[src/fgc_dly.sv]
`timescale 1ns / 1ps
module fgc_dly #(
   parameter int W = 64,
   parameter int N = 1
) (
   input  logic         clock,
   input  logic         adv,
   input  logic [W-1:0] d,
   output logic [W-1:0] q
);
   logic [W-1:0] tap_ff [0:N-1];

   always_ff @(posedge clock) begin
      if (adv) begin
         tap_ff[0] <= d;
         for (int i = 1; i < N; i++) begin
            tap_ff[i] <= tap_ff[i-1];
         end
      end
   end

   assign q = tap_ff[N-1];
endmodule

[config.mk]
export PLATFORM = sky130hd
export DESIGN_NAME = fgc_dly
export DESIGN_NICKNAME = d
export VERILOG_FILES = /design/src/fgc_dly.sv
export SDC_FILE = /design/constraint.sdc
export NUM_CORES = 1
export LEC_CHECK = 0
export ABC_CLOCK_PERIOD_IN_PS = 800
export BUFFER_PORTS_ARGS = -buffer_cell sky130_fd_sc_hd__buf_2
export CORE_MARGIN = 3
export CORE_UTILIZATION = 36
export CTS_BUF_LIST = sky130_fd_sc_hd__clkbuf_8 sky130_fd_sc_hd__clkbuf_16
export CTS_CLUSTER_DIAMETER = 30
export DETAILED_ROUTE_END_ITERATION = 12
export PLACE_DENSITY = 0.82
export SYNTH_ARGS = -nofsm -noshare
export SYNTH_HDL_FRONTEND = slang
export SYNTH_SLANG_ARGS = --single-unit
[constraint.sdc]
create_clock -name clock -period 0.8 [get_ports clock]
set_input_delay 0.24 -clock clock [delete_from_list [all_inputs] [get_ports clock]]
set_output_delay 0.24 -clock clock [all_outputs]
set_load 0.01 [all_outputs]
Yosys cells after proc, flatten, opt, wreduce, memory -nomap -nowiden --
Memory sizes are Yosys's and may differ from the RTL's. Index checks and enable logic that the tools add are counted.
Cells by class: add/sub/neg operators 0, multipliers 0, div/mod/pow operators 0, magnitude comparators 0, equal/unequal tests 0, shifts and indexed selects 0, muxes and demuxes 2, bitwise operators 0, reduce and logical (&&, ||, !) cells 0
Operators by type and width (count):
- 2-to-1 mux 1 bit | 2
Storage, ports and cells: flip-flop bits (word level) 0, latch bits 0, bits in writable memories 64, bits in read-only memories 0, logic and storage cells 3, memories 1
Memory list:
- tap_ff | words 1, width 64, rd ports 1, clocked after Yosys merged registers in 0, write ports 1, RTL line 11 | logic [W-1:0] tap_ff [0:N-1];

Logic depth before layout (Yosys ltp) --
depth after elaboration 2, depth in mapped cells 0, depth with buffers taken out 0

Worst setup path after synthesis --
Ideal clock, no wire load.
kind reg-to-output, from memory tap_ff[0][0], to output q[0], data arrival time 0.394 ns, data required time 0.560 ns, slack 0.166 ns, stages on the path, launching flop included 1, path buffers 0, cells stage by stage edfxtp_1
On the way: longest elaborated chain between the ends 1
RTL lines:
- from (decl) | RTL line 11
- memory read (1 x 64 bit)
- to (decl) | RTL line 9 | output logic [W-1:0] q
No other way between the ends.

Worst setup path after layout --
from memory tap_ff[0][30], to output q[30]
The elaborated chain is that of the path after synthesis.

==> flow_metrics.tcl <==
set metrics [dict create \
    end_kind "output port" \
    final_common_cell "buf_2" \
    setup_ws_ns -0.297 \
    first_pass_iters 4 \
    drc_errors 0 \
    synthesis.nets 130 \
    hpwlAfterDp_um 3320 \
    ioPinCount 130 \
    cts_buffers 9 \
    area_delta_synth_final_pct 50.2 \
    cts_tree "built" \
    hold_buffers 0 \
    hold_class "in2reg" \
    layout-drive-gt1-share_pct 68.2 \
    dieArea_mm2 0.00625 \
    hold_viol_final 0 \
    syn_area_per_cell_um2 30.0 \
    clockRootBuffer "clkbuf_8" \
    fmax_mhz 912 \
    whs_ns 0.0922 \
    clkSinkCount 64 \
    routabilityCongestion 0.651 \
    cpLargestDelayFamily "flip-flops" \
    core_area_mm2 0.00494 \
    nNetsFinal 273 \
    drv_cap 0 \
    num_antenna_cells 0 \
    grt_pass1_vias 1239 \
    drtAntennaViolNets 0 \
    outcome "finished with violations" \
    slew_headroom_pct 90.0 \
    peakVddDrop_mv 1.42 \
    track_usage_pct 14.0 \
    place.port_buffers 129 \
    fin_crit_sh_pct 137 \
    die_h_um 79.1 \
    cp.required_ns 0.56 \
    cp.arrival_ns 0.86 \
    crit_chain "buf_2" \
    die_x_um 79.1 \
    grt_first_pass_wirelength_um 6170 \
    seq_area_frac_synth_pct 100 \
    drt_iter0_drc 47 \
    start_util_pct 38.9 \
    multi_input_gates 0 \
    worstPathBufferInverterCount 1 \
    setup_tns_ns -16.69 \
    clk_pin_slew_ns 0.06 \
    largest_reg_flops 64 \
    min_period_ns 1.10 \
    largest-register "tap_ff" \
    netlist_area_mm2 0.00192 \
    antenna_found_initial 2 \
    post-route-util_pct 58.4 \
    wl_um 4160 \
    finalSetupViolations 64 \
    tightest_slew_ns 0.151 \
    path_class "reg2out" \
    synth_cell_types 1 \
    layout_common_cells "129 x buf_2, 64 x edfxtp_1, 9 x clkbuf_8" \
    violations "setup timing" \
    rsz0062_at_grt "yes" \
    synth_cells 64 \
    cts_resized 0 \
    start_kind "flop" \
    ys_ff_latch 64 \
    grt_max_degree 30 \
    cp_slowest_stage_delay_ns 0.38 \
    path_max_fanout 1 \
    gr-total-overflow 0 \
    cpMaxStageDelayCell "edfxtp_1" \
    final_max_slew_viol_count 0 \
    vias 1193 \
    powerDensity_mw_per_mm2 2470 \
    htree_levels 3 \
    wire_per_inst_um 15.0 \
    yosys_warnings 0 \
    row_count 25 \
    post_cts_buffers 0 \
    reg.largest.list "tap_ff x64" \
    multi_input_comb_area_um2 0 \
    clk_path_buf_depth 2 \
    p_leak_nw 1.25 \
    avgViaCountPerCell 4.29 \
]
metrics by stage:
| step | setup WS [ns] | std cells | total power [mW] | area [µm²] |
|---|---|---|---|---|
| floorplan | 0.166 | 64 | 4.27 | 1920 |
| global placement | -0.145 | 263 | 4.74 | 2710 |
| detailed placement | -0.146 | 263 | 4.78 | 2710 |
| CTS | -0.325 | 278 | 7.25 | 2890 |
| global route | -0.342 | 278 | 7.46 | 2890 |
| finish | -0.297 | 278 | 7.13 | 2890 |
metal layers:
| layer | track usage [%] | routed length [µm] |
|---|---|---|
| met5 | 0 | 17 |
| met4 | 9.97 | 137 |
| met3 | 6.80 | 553 |
| met2 | 22.7 | 2090 |
| met1 | 13.8 | 1360 |
Yosys cell counts, drive strengths merged:
cell type	number	area, µm²
edfxtp	64	1920
report_power, final:
group	switching [mW]	internal, mW
Clock	1.07	1.38
Sequential	0.0570	3.98
Combinational	0.339	0.304
Total	1.47	5.66
final cells by class:
type,instances,area (µm²)
clock buffers,9,124
flip-flops and latches,64,1920
repair buffers,132,706
fillers,400,2060
clock inverters,6,51.3
well taps,67,83.8
cells by family after synthesis:
logic type | Yosys count | share of synthesized area (%)
DFF | 64 | 100
worst paths after layout:
path / start / endpoint / slack (ns) / cells after the start
max: tap_ff[0][30] / q[30] / -0.30 / 1
min: d[32] / tap_ff[0][32] / 0.09 / 1
No activity file was read; power rests on OpenSTA's default activity.
