<file path="config.mk">
export PLATFORM = sky130hd
export DESIGN_NAME = fgc_sqrt
export DESIGN_NICKNAME = d
export VERILOG_FILES = /design/src/fgc_pkg.sv /design/src/fgc_sqrt.sv
export SDC_FILE = /design/constraint.sdc
export NUM_CORES = 2
export LEC_CHECK = 0
export BUFFER_PORTS_ARGS = -buffer_cell sky130_fd_sc_hd__buf_2
export CELL_PAD_IN_SITES_DETAIL_PLACEMENT = 1
export CELL_PAD_IN_SITES_GLOBAL_PLACEMENT = 2
export CORE_ASPECT_RATIO = 2
export CORE_MARGIN = 8
export CORE_UTILIZATION = 32
export CTS_CLUSTER_SIZE = 25
export DETAILED_ROUTE_END_ITERATION = 12
export PLACE_DENSITY_LB_ADDON = 0.1
export REMOVE_ABC_BUFFERS = 1
export SLEW_MARGIN = 20
export SYNTH_ARGS = -nofsm -noshare
export SYNTH_HDL_FRONTEND = slang
export SYNTH_SLANG_ARGS = --single-unit
</file>
<file path="constraint.sdc">
create_clock -name clock -period 3.65 [get_ports clock]
set_clock_uncertainty 0.05 [all_clocks]
set_input_delay 0.365 -clock clock [delete_from_list [all_inputs] [get_ports clock]]
set_output_delay 0.365 -clock clock [all_outputs]
set_load 0.005 [all_outputs]
</file>
<file path="src/fgc_pkg.sv">
`timescale 1ns / 1ps
package fgc_pkg;
   typedef logic [63:0] word_type;

   localparam int Q_W      = 64;
   localparam int MUL_LAT  = 2;
   localparam int DIV_LAT  = Q_W + 1;
   localparam int DIV5_LAT = 2;
   localparam int SQ_IN_W  = 56;
   localparam int SQ_OUT_W = SQ_IN_W / 2;
   localparam int SQ_LAT   = SQ_OUT_W + 1;

   localparam int REQ_W  = 152;
   localparam int RSP_W  = 32;
   localparam int USER_W = 1;
   localparam int CSR_IW = 1;
   localparam int CSR_DW = 32;

   localparam logic [CSR_IW-1:0] REG_RESTITUTION   = 1'b0;
   localparam logic [CSR_IW-1:0] REG_FILTER_LENGTH = 1'b1;

   localparam logic [15:0] RST_RESTITUTION   = 16'd58982;
   localparam logic [31:0] RST_FILTER_LENGTH = 32'd167772;

   localparam word_type ONE_Q    = 64'h0000_0001_0000_0000;
   localparam word_type THREE_Q  = 64'h0000_0003_0000_0000;
   localparam word_type FIVE_Q   = 64'h0000_0005_0000_0000;
   localparam word_type SIX_Q    = 64'h0000_0006_0000_0000;
   localparam word_type TWELVE_Q = 64'h0000_000C_0000_0000;
   localparam word_type C41_Q    = 64'h0000_0029_0000_0000;
   localparam word_type SATV     = 64'hFFFF_FFFF_FFFF_FFFF;
   localparam word_type K_DIL    = 64'd11894736442;
   localparam word_type K_S62    = 64'd36444005999;
   localparam word_type K_256PI  = 64'd3499854211;
   localparam word_type K_EPS    = 64'd429;
   localparam word_type RECIP5   = 64'hCCCC_CCCC_CCCC_CCCD;

   function automatic word_type sadd(input word_type a, input word_type b);
      logic [Q_W:0] s;
      s = {1'b0, a} + {1'b0, b};
      return s[Q_W] ? SATV : s[Q_W-1:0];
   endfunction
endpackage

</file>
<file path="src/fgc_sqrt.sv">
`timescale 1ns / 1ps
module fgc_sqrt (
   input  logic                         clock,
   input  logic                         adv,
   input  logic [fgc_pkg::SQ_IN_W-1:0]  rad,
   output logic [fgc_pkg::SQ_OUT_W-1:0] root
);
   import fgc_pkg::*;
   localparam int RW = SQ_OUT_W + 1;

   logic [SQ_IN_W-1:0]  rad_ff  [0:SQ_OUT_W];
   logic [RW-1:0]       rem_ff  [0:SQ_OUT_W];
   logic [SQ_OUT_W-1:0] root_ff [0:SQ_OUT_W];

   always_ff @(posedge clock) begin
      if (adv) begin
         rad_ff[0]  <= rad;
         rem_ff[0]  <= '0;
         root_ff[0] <= '0;
      end
   end

   for (genvar i = 1; i <= SQ_OUT_W; i++) begin : g_digit
      logic [RW+1:0] shifted, trial;
      logic          take;
      assign shifted = {rem_ff[i-1], rad_ff[i-1][SQ_IN_W-1 -: 2]};
      assign trial   = {{(RW-SQ_OUT_W){1'b0}}, root_ff[i-1], 2'b01};
      assign take    = shifted >= trial;
      always_ff @(posedge clock) begin
         if (adv) begin
            rad_ff[i]  <= {rad_ff[i-1][SQ_IN_W-3:0], 2'b00};
            rem_ff[i]  <= take ? RW'(shifted - trial) : shifted[RW-1:0];
            root_ff[i] <= {root_ff[i-1][SQ_OUT_W-2:0], take};
         end
      end
   end

   assign root = root_ff[SQ_OUT_W];
endmodule

</file>
# --- Word-level counts from Yosys, hierarchy flattened ---
# Memories as Yosys holds them, arrays and structs flattened.
# Index checks and enable logic that the tools add are counted.
# W data, S select, Z words.
classes:
  multipliers: 0
  n_bitwise: 0
  div: 0
  n_lt_le_gt_ge: 28
  shift: 0
  n_reduce_logical: 0
  n_addsub: 28
  muxes: 30
  eq_ne: 0
ops:
  columns: ["op", "count"]
  rows:
  - ["$ge A31 B30 Y1", 28]
  - ["$mux W29", 28]
  - ["$sub A29 B29 Y29", 28]
  - ["$mux W1", 2]
word_totals:
  in_bits: 58
  reg_bits: 0
  latch_bits: 0
  elab_cells: 89
  output_inout_bits: 28
  mem_count: 3
  rom_bits: 0
  ramBits: 3277
memory_table:
  columns: ["memory", "words", "width", "rd", "rd_clocked_by_memory_dff", "wr", "line_no", "text"]
  rows:
  - ["rad_ff", 29, 56, 28, 0, 29, "fgc_sqrt.sv:11", "logic [SQ_IN_W-1:0] rad_ff [0:SQ_OUT_W];"]
  - ["rem_ff", 29, 29, 28, 0, 29, "fgc_sqrt.sv:12", "logic [RW-1:0] rem_ff [0:SQ_OUT_W];"]
  - ["root_ff", 29, 28, 29, 0, 29, "fgc_sqrt.sv:13", "logic [SQ_OUT_W-1:0] root_ff [0:SQ_OUT_W];"]

# --- Longest topological paths before layout ---
# An unclocked memory read counts as a cell.
depth:
  ltp_word: 3
  ltp_mapped: 14
  mapped_depth_nobuf: 11

# --- Worst setup path after synthesis ---
# No wires, ideal clock.
synth_path:
  path_kind: "register to register"
  from: "memory rem_ff[1][40] (netlist name)"
  to: "memory rem_ff[1][82] (netlist name), data pin"
  slack_ns: 0.239
  setup_time_ns: 0.268
  required_time_ns: 3.332
  path_stages_with_launch: 12
  t_arrival_ns: 3.093
  n_path_buf: 1
  cell_sequence: "edfxtp_1 > ha_1 > buf_2 > nand4_1 > or4_1 > o31a_1 > nor4bb_1 > o211a_2 > or4b_4 > or2_4 > nor4_2 > xor2_1"
synth_rtl:
  columns: ["element", "line_no"]
  rows:
  - ["start, declared", "fgc_sqrt.sv:12"]

==> flow_metrics.env <==
export IMPL_drv_slew=0
export IMPL_drt_iter0_drc=2452
export IMPL_timing_rr_start="root_ff[24][0]$_DFFE_PP_"
export IMPL_synth_top_area_cell="edfxtp_1"
export IMPL_cts_clk_slew_worst_paths_ps=60
export IMPL_hold_ws_ps=148
export IMPL_drt_pass1_iter_count=5
export IMPL_place_area_um2=98200
export IMPL_netlist_area_um2=90500
export IMPL_nNetsFinal=7952
export IMPL_clk_latency_ps=870
export IMPL_synth_edf_count=1961
export IMPL_outcome="finished, final reports clean"
export IMPL_synthTopCellsByArea="edfxtp_1 65%, ha_1 6.0%, xnor2_1 3.3%, xor2_1 2.6%, a21oi_1 2.5%"
export IMPL_syn_avg_cell_area_um2=13.1
export IMPL_finalHoldViolCount=0
export IMPL_synth_async_sr_flop_share=0
export IMPL_crit_path_end_kind="flip-flop"
export IMPL_grt_pass1_vias=59400
export IMPL_cts_num_sinks=1961
export IMPL_final_core_util=0.374
export IMPL_synth_ff_type="edfxtp_1"
export IMPL_wl_per_cell_um=20.5
export IMPL_dieArea_um2=301000
export IMPL_relSlewSlack=0.375
export IMPL_fmax_mhz=283
export IMPL_place_inst=11000
export IMPL_critPathKind="flip-flop to flip-flop"
export IMPL_viasPerCell=4.84
export IMPL_drive_above_1_share=0.118
export IMPL_grt_pass1_wl_mm=358
export IMPL_crit_fanout=5
export IMPL_min_delay_start="rad[26]"
export IMPL_gp_congestion=0.850
export IMPL_period_needed_ps=3530
export IMPL_final_area_um2=105000
export IMPL_layout_cells_non_filler=11400
export IMPL_antenna_found_initial=5
export IMPL_startpoint_type="flip-flop"
export IMPL_wl_mm=233
export IMPL_path_cells="inv_1 > ha_1 > nor2b_1 > o31ai_1 > buf_4 > a21oi_1 > o31ai_1 > buf_4 > a31oi_1 > a21o_1 > a41oi_1 > xnor2_1 > mux2_2"
export IMPL_cap_viol_max_count=0
export IMPL_yosysMostFrequentCell="edfxtp_1"
export IMPL_grt_use_total=0.151
export IMPL_period_share=0.968
export IMPL_hp_class="input port to flip-flop"
export IMPL_detail_route_antenna_nets=0
export IMPL_cts_tree="yes"
export IMPL_finalSetupTns_ps=0
export IMPL_grt_max_degree=140
export IMPL_slowest_delay_ps=490
export IMPL_finalSetupViolCount=0
export IMPL_area_growth_pct=16.5
export IMPL_synthCells=6899
export IMPL_multiInputGateArea_um2=29500
export IMPL_io_pins=86
export IMPL_core_region_area_um2=282000
export IMPL_drc=0
export IMPL_hpwl_mm=175
export IMPL_cts_root_buf="clkbuf_16"
export IMPL_ys_ff_latch=1961
export IMPL_io_buffers=85
export IMPL_regArea_um2=58900
export IMPL_cts_max_path_buffers=4
export IMPL_arrival_ps=4070
export IMPL_htree_levels=4
export IMPL_ir_worst_vdd_mv=0.535
export IMPL_die_h_um=768
export IMPL_yosys_warnings=0
export IMPL_crit_start="root_ff[24][0]$_DFFE_PP_"
export IMPL_synth_top_area_share=0.651
export IMPL_gr_total_overflow=0
export IMPL_worstPathRequired_ps=4190
export IMPL_fill_cells=29700
export IMPL_synth_seq_area_share=0.651
export IMPL_power_leakage_nw=40.0
export IMPL_vias=54900
export IMPL_rows=276
export IMPL_cts_buffers=192
export IMPL_tightest_slew_ps=931
export IMPL_p_per_area_nw_per_um2=602
export IMPL_cpMaxStageDelayCell="a31oi_1"
export IMPL_synth_commonest_cells="1961 x edfxtp_1, 550 x inv_1, 483 x nor2_1, 460 x a21oi_1, 436 x ha_1"
export IMPL_synth_cell_types=93
export IMPL_die_x_um=392
export IMPL_start_util=0.321
-- cell usage in the layout (no fill, tap or decap), types with 85 or more instances in the layout --
master and n:
a21o_1 172, edfxtp_1 1961, nand2b_1 87, nand3_1 123, clkbuf_16 194, o21ai_0 304, a21oi_1 457, nor3_1 158
nor2_1 481, nand2_1 398, xnor2_1 336, ha_1 434, nand4_1 85, inv_1 550, buf_4 303, xor2_1 267
-- routing by layer --
layer / vias to the layer above / GRT usage / wire length (um)
met2: 593 / 0.286 / 124000
li1: 26600 / - / -
met4: 0 / 0.0475 / 8130
met5: - / 0 / 0
met1: 27400 / 0.177 / 95400
met3: 346 / 0.0170 / 5460
-- power by group --
part	switching, mW	internal [mW]
Combinational	7.35	5.62
Sequential	1.91	28.2
Clock	8.72	11.7
Total	18.0	45.5
-- through the flow --
| step | setup slack (ps) | power, mW |
|---|---|---|
| floorplan | -1430 | 38.1 |
| global placement | -297 | 43.4 |
| detailed placement | -234 | 43.6 |
| CTS | 0.199 | 64.6 |
| global route | -35.6 | 66.8 |
| finish | 116 | 63.5 |
-- final cells by class --
class                           count  area share
Timing Repair Buffer              482      0.0381
Antenna cell                        1   0.0000237
Clock buffer                      223      0.0471
Tap cell                         3753      0.0445
Sequential cell                  1961       0.559
Clock inverter                    115      0.0126
Multi-Input combinational cell   4271       0.279
Inverter                          550      0.0196
-- worst max-delay path: cells and delay by family (launching register included) --
| kind | cells | cell delay, ps |
|---|---|---|
| AOI/OAI and AO/OA | 6 | 1350 |
| xor gates and xnor gates | 1 | 160 |
| adders and majority gates | 1 | 360 |
| buffers and inverters | 3 | 380 |
| DFF | 1 | 480 |
| muxes | 1 | 290 |
| and+or+nand+nor | 1 | 220 |
-- state kept, by name, indices dropped and copies added, names as in the netlist --
name and count:
root_ff 406, rad_ff 812, rem_ff 743
-- kinds of logic after synthesis --
kind of cell    synth area share
flops                      0.651
simple gates              0.0983
compound gates            0.0923
buf+inv                   0.0282
xor+xnor                  0.0585
fa+ha+maj                 0.0603
mux                       0.0117
other cells            0.0000414
-- what timing repair did --
item | in CTS | in global routing
hold endpoints to repair | 87 | 0
resized for setup | 16 | 47
pin swaps | 1 | 3
hold buffers | 57 | 0
endpoints found under the setup margin | 78 | 125
gates cloned | 1 | 1
buffers inserted | 2 | 3
-- worst paths after layout --
check             cells after the start  slack (ps)                        to
hold reg to reg                       0         340  rad_ff[25][53]$_DFFE_PP_
hold / removal                        2         150   rad_ff[0][26]$_DFFE_PP_
setup reg to reg                     13         120  rem_ff[1][283]$_DFFE_PP_
setup / recovery                     13         120  rem_ff[1][283]$_DFFE_PP_
(Power assumes the default switching activity.)
